$ cat src/rtl/upd_pkg.sv
// Shared types, character codes and hex helpers for the URL percent decoder.
package upd_pkg;

    localparam int CMD_BYTES = 3;
    localparam int Q_DEPTH   = 2;

    localparam logic [7:0] CH_PERCENT = 8'h25;
    localparam logic [7:0] CH_PLUS    = 8'h2B;
    localparam logic [7:0] CH_SPACE   = 8'h20;
    localparam logic [3:0] HEX_ALPHA_OFS = 4'd9;

    typedef enum logic [2:0] {
        PH_IDLE = 3'b001,
        PH_PCT  = 3'b010,
        PH_DIG  = 3'b100
    } phase_t;

    typedef struct packed {
        logic [CMD_BYTES-1:0][7:0] data;
        logic [1:0]                count;
        logic                      last;
    } cmd_t;

    typedef struct packed {
        logic                          full;
        logic                          empty;
        logic [$clog2(Q_DEPTH+1)-1:0]  level;
    } q_status_t;

    function automatic logic is_hex(input logic [7:0] c);
        return c inside {[8'h30:8'h39], [8'h41:8'h46], [8'h61:8'h66]};
    endfunction

    // Valid only for hex digits: letters have bit 6 set.
    function automatic logic [3:0] hex_val(input logic [7:0] c);
        return c[6] ? 4'(c[3:0] + HEX_ALPHA_OFS) : c[3:0];
    endfunction

    function automatic logic [7:0] plain_map(input logic [7:0] c);
        return (c == CH_PLUS) ? CH_SPACE : c;
    endfunction

endpackage

$ cat src/rtl/upd_front.sv
// Front end: accepts encoded bytes, tracks escape phase, builds output commands.
module upd_front (
    input  logic           aclk,
    input  logic           aresetn,
    input  logic           accept,
    input  logic [7:0]     in_byte,
    input  logic           in_last,
    output upd_pkg::cmd_t  cmd,
    output upd_pkg::phase_t phase
);
    import upd_pkg::*;

    phase_t     phase_reg, phase_next;
    logic [7:0] held_reg, held_next;

    always_comb begin
        cmd        = '0;
        cmd.last   = in_last;
        phase_next = PH_IDLE;
        held_next  = '0;
        case (phase_reg)
            PH_PCT: begin
                if (is_hex(in_byte) && !in_last) begin
                    held_next  = in_byte;
                    phase_next = PH_DIG;
                end else begin
                    cmd.data[0] = CH_PERCENT;
                    if (in_byte == CH_PERCENT && !in_last) begin
                        cmd.count  = 2'd1;
                        phase_next = PH_PCT;
                    end else begin
                        cmd.data[1] = plain_map(in_byte);
                        cmd.count   = 2'd2;
                    end
                end
            end
            PH_DIG: begin
                if (is_hex(in_byte)) begin
                    cmd.data[0] = {hex_val(held_reg), hex_val(in_byte)};
                    cmd.count   = 2'd1;
                end else begin
                    // broken escape: '%', held digit, then the byte itself unless it opens a new escape
                    cmd.data[0] = CH_PERCENT;
                    cmd.data[1] = held_reg;
                    if (in_byte == CH_PERCENT && !in_last) begin
                        cmd.count  = 2'd2;
                        phase_next = PH_PCT;
                    end else begin
                        cmd.data[2] = plain_map(in_byte);
                        cmd.count   = 2'd3;
                    end
                end
            end
            default: begin
                if (in_byte == CH_PERCENT && !in_last) begin
                    phase_next = PH_PCT;
                end else begin
                    cmd.data[0] = plain_map(in_byte);
                    cmd.count   = 2'd1;
                end
            end
        endcase
    end

    always_ff @(posedge aclk) begin
        if (!aresetn) begin
            phase_reg <= PH_IDLE;
            held_reg  <= '0;
        end else if (accept) begin
            phase_reg <= phase_next;
            held_reg  <= held_next;
        end
    end

    assign phase = phase_reg;

endmodule

$ cat src/rtl/upd_fifo.sv
// Short command queue between front and back ends.
module upd_fifo (
    input  logic               aclk,
    input  logic               aresetn,
    input  logic               push,
    input  upd_pkg::cmd_t      push_cmd,
    input  logic               pop,
    output upd_pkg::cmd_t      head,
    output upd_pkg::q_status_t status
);
    import upd_pkg::*;

    localparam int PW = $clog2(Q_DEPTH);
    localparam int LW = $clog2(Q_DEPTH + 1);

    cmd_t          mem_reg [Q_DEPTH];
    logic [PW-1:0] wr_ptr_reg, wr_ptr_next;
    logic [PW-1:0] rd_ptr_reg, rd_ptr_next;
    logic [LW-1:0] level_reg, level_next;

    function automatic logic [PW-1:0] ptr_inc(input logic [PW-1:0] p);
        return (p == PW'(Q_DEPTH - 1)) ? '0 : PW'(p + 1'b1);
    endfunction

    always_comb begin
        wr_ptr_next = push ? ptr_inc(wr_ptr_reg) : wr_ptr_reg;
        rd_ptr_next = pop  ? ptr_inc(rd_ptr_reg) : rd_ptr_reg;
        level_next  = level_reg;
        if (push && !pop) begin
            level_next = LW'(level_reg + 1'b1);
        end else if (pop && !push) begin
            level_next = LW'(level_reg - 1'b1);
        end
    end

    always_ff @(posedge aclk) begin
        if (!aresetn) begin
            wr_ptr_reg <= '0;
            rd_ptr_reg <= '0;
            level_reg  <= '0;
        end else begin
            wr_ptr_reg <= wr_ptr_next;
            rd_ptr_reg <= rd_ptr_next;
            level_reg  <= level_next;
        end
    end

    always_ff @(posedge aclk) begin
        if (push) begin
            mem_reg[wr_ptr_reg] <= push_cmd;
        end
    end

    assign head         = mem_reg[rd_ptr_reg];
    assign status.full  = (level_reg == LW'(Q_DEPTH));
    assign status.empty = (level_reg == '0);
    assign status.level = level_reg;

endmodule

$ cat src/rtl/upd_back.sv
// Back end: serializes queued commands into the registered result channel.
module upd_back (
    input  logic               aclk,
    input  logic               aresetn,
    input  upd_pkg::cmd_t      head,
    input  upd_pkg::q_status_t q_status,
    output logic               pop,
    output logic               m_valid,
    input  logic               m_ready,
    output logic [7:0]         m_out_byte,
    output logic               m_out_last
);
    import upd_pkg::*;

    logic [1:0] idx_reg, idx_next;
    logic       valid_reg, valid_next;
    logic [7:0] byte_reg;
    logic       last_reg;
    logic       load;
    logic       at_end;

    assign load   = !q_status.empty && (!valid_reg || m_ready);
    assign at_end = (idx_reg == 2'(head.count - 2'd1));
    assign pop    = load && at_end;

    always_comb begin
        idx_next   = idx_reg;
        valid_next = valid_reg;
        if (load) begin
            idx_next   = at_end ? 2'd0 : 2'(idx_reg + 2'd1);
            valid_next = 1'b1;
        end else if (m_ready) begin
            valid_next = 1'b0;
        end
    end

    always_ff @(posedge aclk) begin
        if (!aresetn) begin
            idx_reg   <= '0;
            valid_reg <= 1'b0;
        end else begin
            idx_reg   <= idx_next;
            valid_reg <= valid_next;
        end
    end

    always_ff @(posedge aclk) begin
        if (load) begin
            byte_reg <= head.data[idx_reg];
            last_reg <= head.last && at_end;
        end
    end

    assign m_valid    = valid_reg;
    assign m_out_byte = byte_reg;
    assign m_out_last = last_reg;

endmodule

$ cat src/rtl/url_percent_decoder_top.sv
// Top level of the streaming URL percent decoder.
// One encoded byte is taken per cycle while s_ready is high. A decoded or
// passed-through byte is queued when its input item is accepted and then
// loaded into the output register. The output register emits one byte per
// cycle while m_ready is high, so the sustained rate is one input item per
// cycle while each item yields at most one byte; an item that ends a broken
// escape yields one, two or three bytes and holds the output until all are
// sent, with a two-entry command queue absorbing the difference before s_ready
// drops. An item that opens an escape from idle, or adds the first hex digit
// after a '%', yields no result. The last result of a text carries m_out_last.
module url_percent_decoder_top (
    input  logic       aclk,
    input  logic       aresetn,
    input  logic       s_valid,
    output logic       s_ready,
    input  logic [7:0] s_in_byte,
    input  logic       s_in_last,
    output logic       m_valid,
    input  logic       m_ready,
    output logic [7:0] m_out_byte,
    output logic       m_out_last
);
    import upd_pkg::*;

    cmd_t      front_cmd;
    cmd_t      q_head;
    q_status_t q_status;
    phase_t    front_phase;
    logic      accept;
    logic      push;
    logic      pop;

    assign s_ready = !q_status.full;
    assign accept  = s_valid && s_ready;
    assign push    = accept && (front_cmd.count != 2'd0);

    upd_front u_front (
        .aclk    (aclk),
        .aresetn (aresetn),
        .accept  (accept),
        .in_byte (s_in_byte),
        .in_last (s_in_last),
        .cmd     (front_cmd),
        .phase   (front_phase)
    );

    upd_fifo u_fifo (
        .aclk     (aclk),
        .aresetn  (aresetn),
        .push     (push),
        .push_cmd (front_cmd),
        .pop      (pop),
        .head     (q_head),
        .status   (q_status)
    );

    upd_back u_back (
        .aclk       (aclk),
        .aresetn    (aresetn),
        .head       (q_head),
        .q_status   (q_status),
        .pop        (pop),
        .m_valid    (m_valid),
        .m_ready    (m_ready),
        .m_out_byte (m_out_byte),
        .m_out_last (m_out_last)
    );

    a_level_bound: assert property (@(posedge aclk) disable iff (!aresetn)
        q_status.level <= 2'(Q_DEPTH))
        else $error("command queue level out of range");

    a_no_pop_empty: assert property (@(posedge aclk) disable iff (!aresetn)
        pop |-> !q_status.empty)
        else $error("pop from empty command queue");

    a_last_idle: assert property (@(posedge aclk) disable iff (!aresetn)
        (accept && s_in_last) |=> (front_phase == PH_IDLE))
        else $error("escape still pending after last item");

endmodule

$ cat config.mk
export PLATFORM = sky130hd
export DESIGN_NAME = url_percent_decoder_top
export DESIGN_NICKNAME = d
export VERILOG_FILES = /design/src/rtl/upd_pkg.sv /design/src/rtl/upd_front.sv /design/src/rtl/upd_fifo.sv /design/src/rtl/upd_back.sv /design/src/rtl/url_percent_decoder_top.sv
export SDC_FILE = /design/constraint.sdc
export NUM_CORES = 1
export LEC_CHECK = 0
export ABC_AREA = 1
export BUFFER_PORTS_ARGS = -buffer_cell sky130_fd_sc_hd__clkbuf_2
export CAP_MARGIN = 10
export CORE_MARGIN = 2
export CORE_UTILIZATION = 31
export CTS_CLUSTER_SIZE = 24
export DETAILED_ROUTE_END_ITERATION = 12
export PLACE_DENSITY = 0.56
export SKIP_LAST_GASP = 1
export SYNTH_ARGS = -nofsm -noshare
export SYNTH_HDL_FRONTEND = slang
export SYNTH_SLANG_ARGS = --single-unit
$ cat constraint.sdc
create_clock -name aclk -period 4.9 [get_ports aclk]
set_input_delay 0.98 -clock aclk [delete_from_list [all_inputs] [get_ports aclk]]
set_output_delay 0.98 -clock aclk [all_outputs]
set_load 0.01 [all_outputs]
Yosys cells after proc, flatten, opt, wreduce, memory -nomap -nowiden
Memory sizes are Yosys's and may differ from the RTL's. A register that Yosys moved wholly into a read port is not among the register bits.
Index checks and enable logic that the tools add are counted.
W data, S select, Z words.
Storage, ports and cells
  memories: 1
  register bits after elaboration: 27
  output and inout port bits: 11
  bits in writable memories: 54
  word-level logic and storage cells: 87
Memory list
  u_fifo.mem_reg: depth 2, bits a word 27, read ports 1, clocked after Yosys merged registers in 1, write ports 1, line upd_fifo.sv:16  | cmd_t mem_reg [Q_DEPTH];
Operators by class
  $add $sub $neg: 8
  equal/unequal tests: 6
  reduce and logical (&&, ||, !) cells: 24
  multiplexer cells: 32
  magnitude comparators: 7
Operators with widths (number)
  $mux W8: 6
  $mux W10: 2
  $pmux W10 S2: 1
  $mux W18: 1
  $bmux W8 S2: 1
  $eq A8 B6 Y1 const B: 2
  $ge A8 B7 Y1 const B: 2
  $le A8 B7 Y1 const B: 2
  $mux W16: 1
  $pmux W8 S2: 1
  $logic_and A1 B1 Y1: 12
  $mux W2: 5
  $mux W1: 9
  $add A4 B4 Y4 const B: 2
  $ge A8 B6 Y1 const B: 1
  $le A8 B6 Y1 const B: 1
  $mux W4: 2
  $logic_not A1 Y1: 6
  $mux W3: 2
  $pmux W3 S2: 1
  $reduce_bool A2 Y1: 3
  $add A2 B1 Y2 const B: 2
  $sub A2 B1 Y2 const B: 2
  $eq A3 B2 Y1 const B: 1
  8 further kinds: 9

Logic depth before layout (Yosys ltp)
  depth after elaboration: 12
  depth in mapped cells: 16
  depth with buffers taken out: 16

Hierarchy
Synthesis repeated with hierarchy kept, for this count alone.
Unflattened totals
  cell total of the unflattened synthesis: 364
  area total of the unflattened synthesis: 4003.8 µm²
Modules (own cells, without submodules)
  upd_fifo: area an instance 2279.7 µm², seq. area each 1721.7 µm², instances 1, cells an instance 119
  upd_front: area an instance 1009.7 µm², seq. area each 220.2 µm², instances 1, cells an instance 162
  upd_back: area an instance 690.7 µm², seq. area each 330.3 µm², instances 1, cells an instance 78
  url_percent_decoder_top: area an instance 23.8 µm², seq. area each 0.0 µm², instances 1, cells an instance 5

Least setup slack after synthesis
OpenSTA, ideal clock, no wires.
  path kind: in2reg
  from: in s_in_byte[1]
  to: mem u_fifo.mem_reg[0][0] in the netlist's numbering, enable pin
  path buffers: 0
  stages on the path: 11
  setup time: 411 ps
  path slack: 1457 ps
  arrival: 3032 ps
  cell sequence: inv_1 -> ha_1 -> inv_1 -> nand3_1 -> nand3_1 -> nand2_2 -> nand2_4 -> nand3_1 -> nand3_2 -> nand2_1 -> nor2_1
On the way
  word-level cells in the longest chain between the ends: 10
  elaborated cells on any way between the ends: 23
  classes of those cells: order compare: 6; eq/ne: 1; mux: 8; reduce/logical: 8
RTL lines
  from (decl): line url_percent_decoder_top.sv:16  | input logic [7:0] s_in_byte,
  $ge A8 B6 Y1 (tied with other cells): line upd_pkg.sv:31  | return c inside {[8'h30:8'h39], [8'h41:8'h46], [8'h61:8'h66]};
  $logic_and A1 B1 Y1: line upd_pkg.sv:31
  $reduce_bool A3 Y1: line upd_pkg.sv:31
  $logic_and A1 B1 Y1: line upd_front.sv:23  | if (is_hex(in_byte) && !in_last) begin
  $mux W18: line upd_front.sv:23
  $pmux W10 S2 *: line upd_front.sv:21  | case (phase_reg)
  $reduce_bool A2 Y1 *: line url_percent_decoder_top.sv:35  | assign push = accept && (front_cmd.count != 2'd0);
  $logic_and A1 B1 Y1 *: line url_percent_decoder_top.sv:35
  $mux W1 *: line upd_fifo.sv:49  | if (push) begin
  $mux W1 (implied by the code) *: line upd_fifo.sv:50  | mem_reg[wr_ptr_reg] <= push_cmd;
  to (decl): line upd_fifo.sv:16
Mark *: on every way between the ends. The rest lies on a longest branch, timed or not.

Final worst setup path
  from: in s_in_byte[1]
  to: mem u_fifo.mem_reg[1][22] in the netlist's numbering, enable pin
The elaborated chain is that of the path after synthesis.

==> reports/metrics.csv <==
metric,value,unit
status,"finished, final reports clean",
drtPass1Iterations,4,
final_cells,542,
die_w,113,um
ir_drop,175,uV
r2r-end,u_fifo.level_reg[1],
synth_edf_count,63,
cts_hold_buf,0,
io_pins,24,
critPathLaunchType,primary input,
synth_seq_cells,82,
drv_slew,0,
dp.cells,526,
core,0.0116,mm2
cp_max_fo,27,
gp_congestion,0.948,
synth.avg_cell_area,10.1,um2
ant_nets,0,
layout.nets,413,
multi_input_area,0.00122,mm2
ys_seq_area_frac,0.612,
synthDistinctLibCells,29,
grt_pass1_wl,12700,um
ys_warn_count,0,
clock_tree.root_cell,clkbuf_16,
drt_iter0_drc,179,
rows,39,
detail_route.wl_per_cell,14.1,um
synth_area_leaders,"edfxtp_1 (51%), dfxtp_1 (10%), nand2_1 (6.0%)",
cts_resized,0,
seqCellArea,0.00227,mm2
rsz0062_at_grt,no,
dieArea,0.0129,mm2
cp.required,4.84,ns
place.port_buffers,23,
fin_total_pwr,2.18,mW
die_h,113,um
fmax,320,MHz
fin_setup_tns,0,ns
power_leakage,1.64,nW
fin_crit,3.12,ns
synthArstFlopShare,0,
grt_antenna_before_repair,0,
area_growth,15.3,%
worst_setup_path_end_kind,register,
finalHoldViolations,0,
cap_viol_max_count,0,
synthFlopType,edfxtp_1,
hpwl,5530,um
min_path_type,reg2reg,
power_density,510,mW/mm2
num_vias,2593,
antennaDiodeCount,0,
syn-instance-count,369,
r2r_cells,13,
hold_ws,0.454,ns
drcViolationCount,0,
grt_remaining_overflow,0,
totalWireLength,7620,um
holdPathEnd,u_front.held_reg[7],
clkSlewWorstSetupHoldPaths,0.06,ns
grt_max_degree,28,
netlist_area,0.00371,mm2
cts_tree,built,
grt_pass1_vias,2503,
n_fill_cell,1130,
skew,0.00572,ns
finalCritPeriodShare,0.637,
setup.worst_path.class,in2reg,
postCtsSetupBuffers,0,
crit_arrival,3.07,ns
synth_top_area_cell,edfxtp_1,
clkSinkCount,82,
r2r_setup_slack,2.41,ns
synth_common_cells,"edfxtp_1 (63), nand2_1 (59), nor2_1 (56), o21ai_0 (39), inv_1 (34)",
grt_use_total,0.127,
clockBufferDepth,2,
min_from,u_front.held_reg[7],
slew_headroom,0.307,
syn_nets,388,
final_util,0.370,
largest_reg_flops,54,
viasPerCell,4.78,
start_util,0.321,
finalSetupViolCount,0,
min_delay_path_depth,2,
cts_buffers,9,
tightest_slew,1.04,ns
ctsHtreeMaxLevel,3,
synth.top_cell.area_share,0.510,
clk_latency,0.33,ns
drive_gt1_frac,0.145,
yosysMostFrequentCell,edfxtp_1,
==> logic make-up (layout without fill, tap and decap cells) <==
kind of cell / after synthesis / after routing / share of synthesized area
buffers and inverters: 52 / 82 / 0.0586
flip-flops: 82 / 82 / 0.612
AO/OA/AOI/OAI: 81 / 81 / 0.124
XOR/XNOR: 8 / 8 / 0.0189
adder cells (fa/ha/maj): 6 / 6 / 0.0202
AND/OR/NAND/NOR: 139 / 139 / 0.163
multiplexers: 1 / 1 / 0.00270
==> worst max-delay path, cell delays in order <==
cell and delay (ns):
clkbuf_2 0.14, inv_1 0.09, ha_1 0.20, inv_1 0.10
nand3_1 0.09, nand3_1 0.11, nand2_2 0.09, inv_1 0.09
nand2_2 0.16, nand3_2 0.17, nand3_2 0.08, inv_1 0.76
==> through the flow <==
stage          area [um2]  setup slack (ns)
6_report             4280              1.78
5_1_grt              4280              1.52
4_1_cts              4280              1.78
3_5_place_dp         3970              1.42
3_3_place_gp         3970              1.53
2_1_floorplan        3710              1.46
==> worst max path at each step <==
stage	startpoint	to	slack [ns]	cells past startpoint
3_3_place_gp	s_in_byte[1]	u_fifo.mem_reg[1][22]	1.53	12
6_report	s_in_byte[1]	u_fifo.mem_reg[1][22]	1.78	12
5_1_grt	s_in_byte[1]	u_fifo.mem_reg[1][22]	1.52	12
4_1_cts	s_in_byte[1]	u_fifo.mem_reg[1][22]	1.78	12
2_1_floorplan	s_in_byte[1]	u_fifo.mem_reg[0][0]	1.46	11
3_5_place_dp	s_in_byte[1]	u_fifo.mem_reg[1][19]	1.42	12
==> report_power, final <==
part           leakage, nW  switching (mW)  internal [mW]  total, mW
Combinational        0.740           0.320          0.170      0.490
Sequential           0.751          0.0776          0.920      0.998
Clock                0.153           0.250          0.445      0.696
==> cell type report <==
type,count,area share
well taps,143,0.0418
multi-input cells,235,0.286
clock buffers,11,0.0544
inverters,40,0.0362
repair buffers,26,0.0322
clock inverters,5,0.0184
flip-flops and latches,82,0.531
==> metal layers <==
metal  vias up  track usage  wire [um]
met5         -            0          0
met4         0       0.0317         30
met3         4       0.0324        349
met2        58        0.198       3460
met1      1217        0.178       3780
li1       1314            -          -
==> placed cells by master, fill, tap and decap left out, types with 2 or more instances in the layout <==
master	synthesis	layout
nand2_1	59	59
nand3_2	2	2
o211ai_1	3	3
clkbuf_1	8	2
o32ai_1	8	8
clkbuf_2	0	23
clkinv_2	0	2
o22ai_1	9	9
edfxtp_1	63	63
inv_2	3	3
clkinv_1	2	2
dfxtp_1	19	19
inv_1	34	34
clkbuf_16	0	9
buf_4	0	3
bufinv_16	0	2
nor2_1	56	55
xnor2_1	2	2
nor3_4	2	2
o21ai_0	39	39
nand3_1	10	10
a21oi_1	20	20
nor3_2	2	2
nand2_2	5	5
nor3_1	2	2
ha_1	6	6
xor2_1	6	6
No activity file was read; power rests on OpenSTA's default activity.
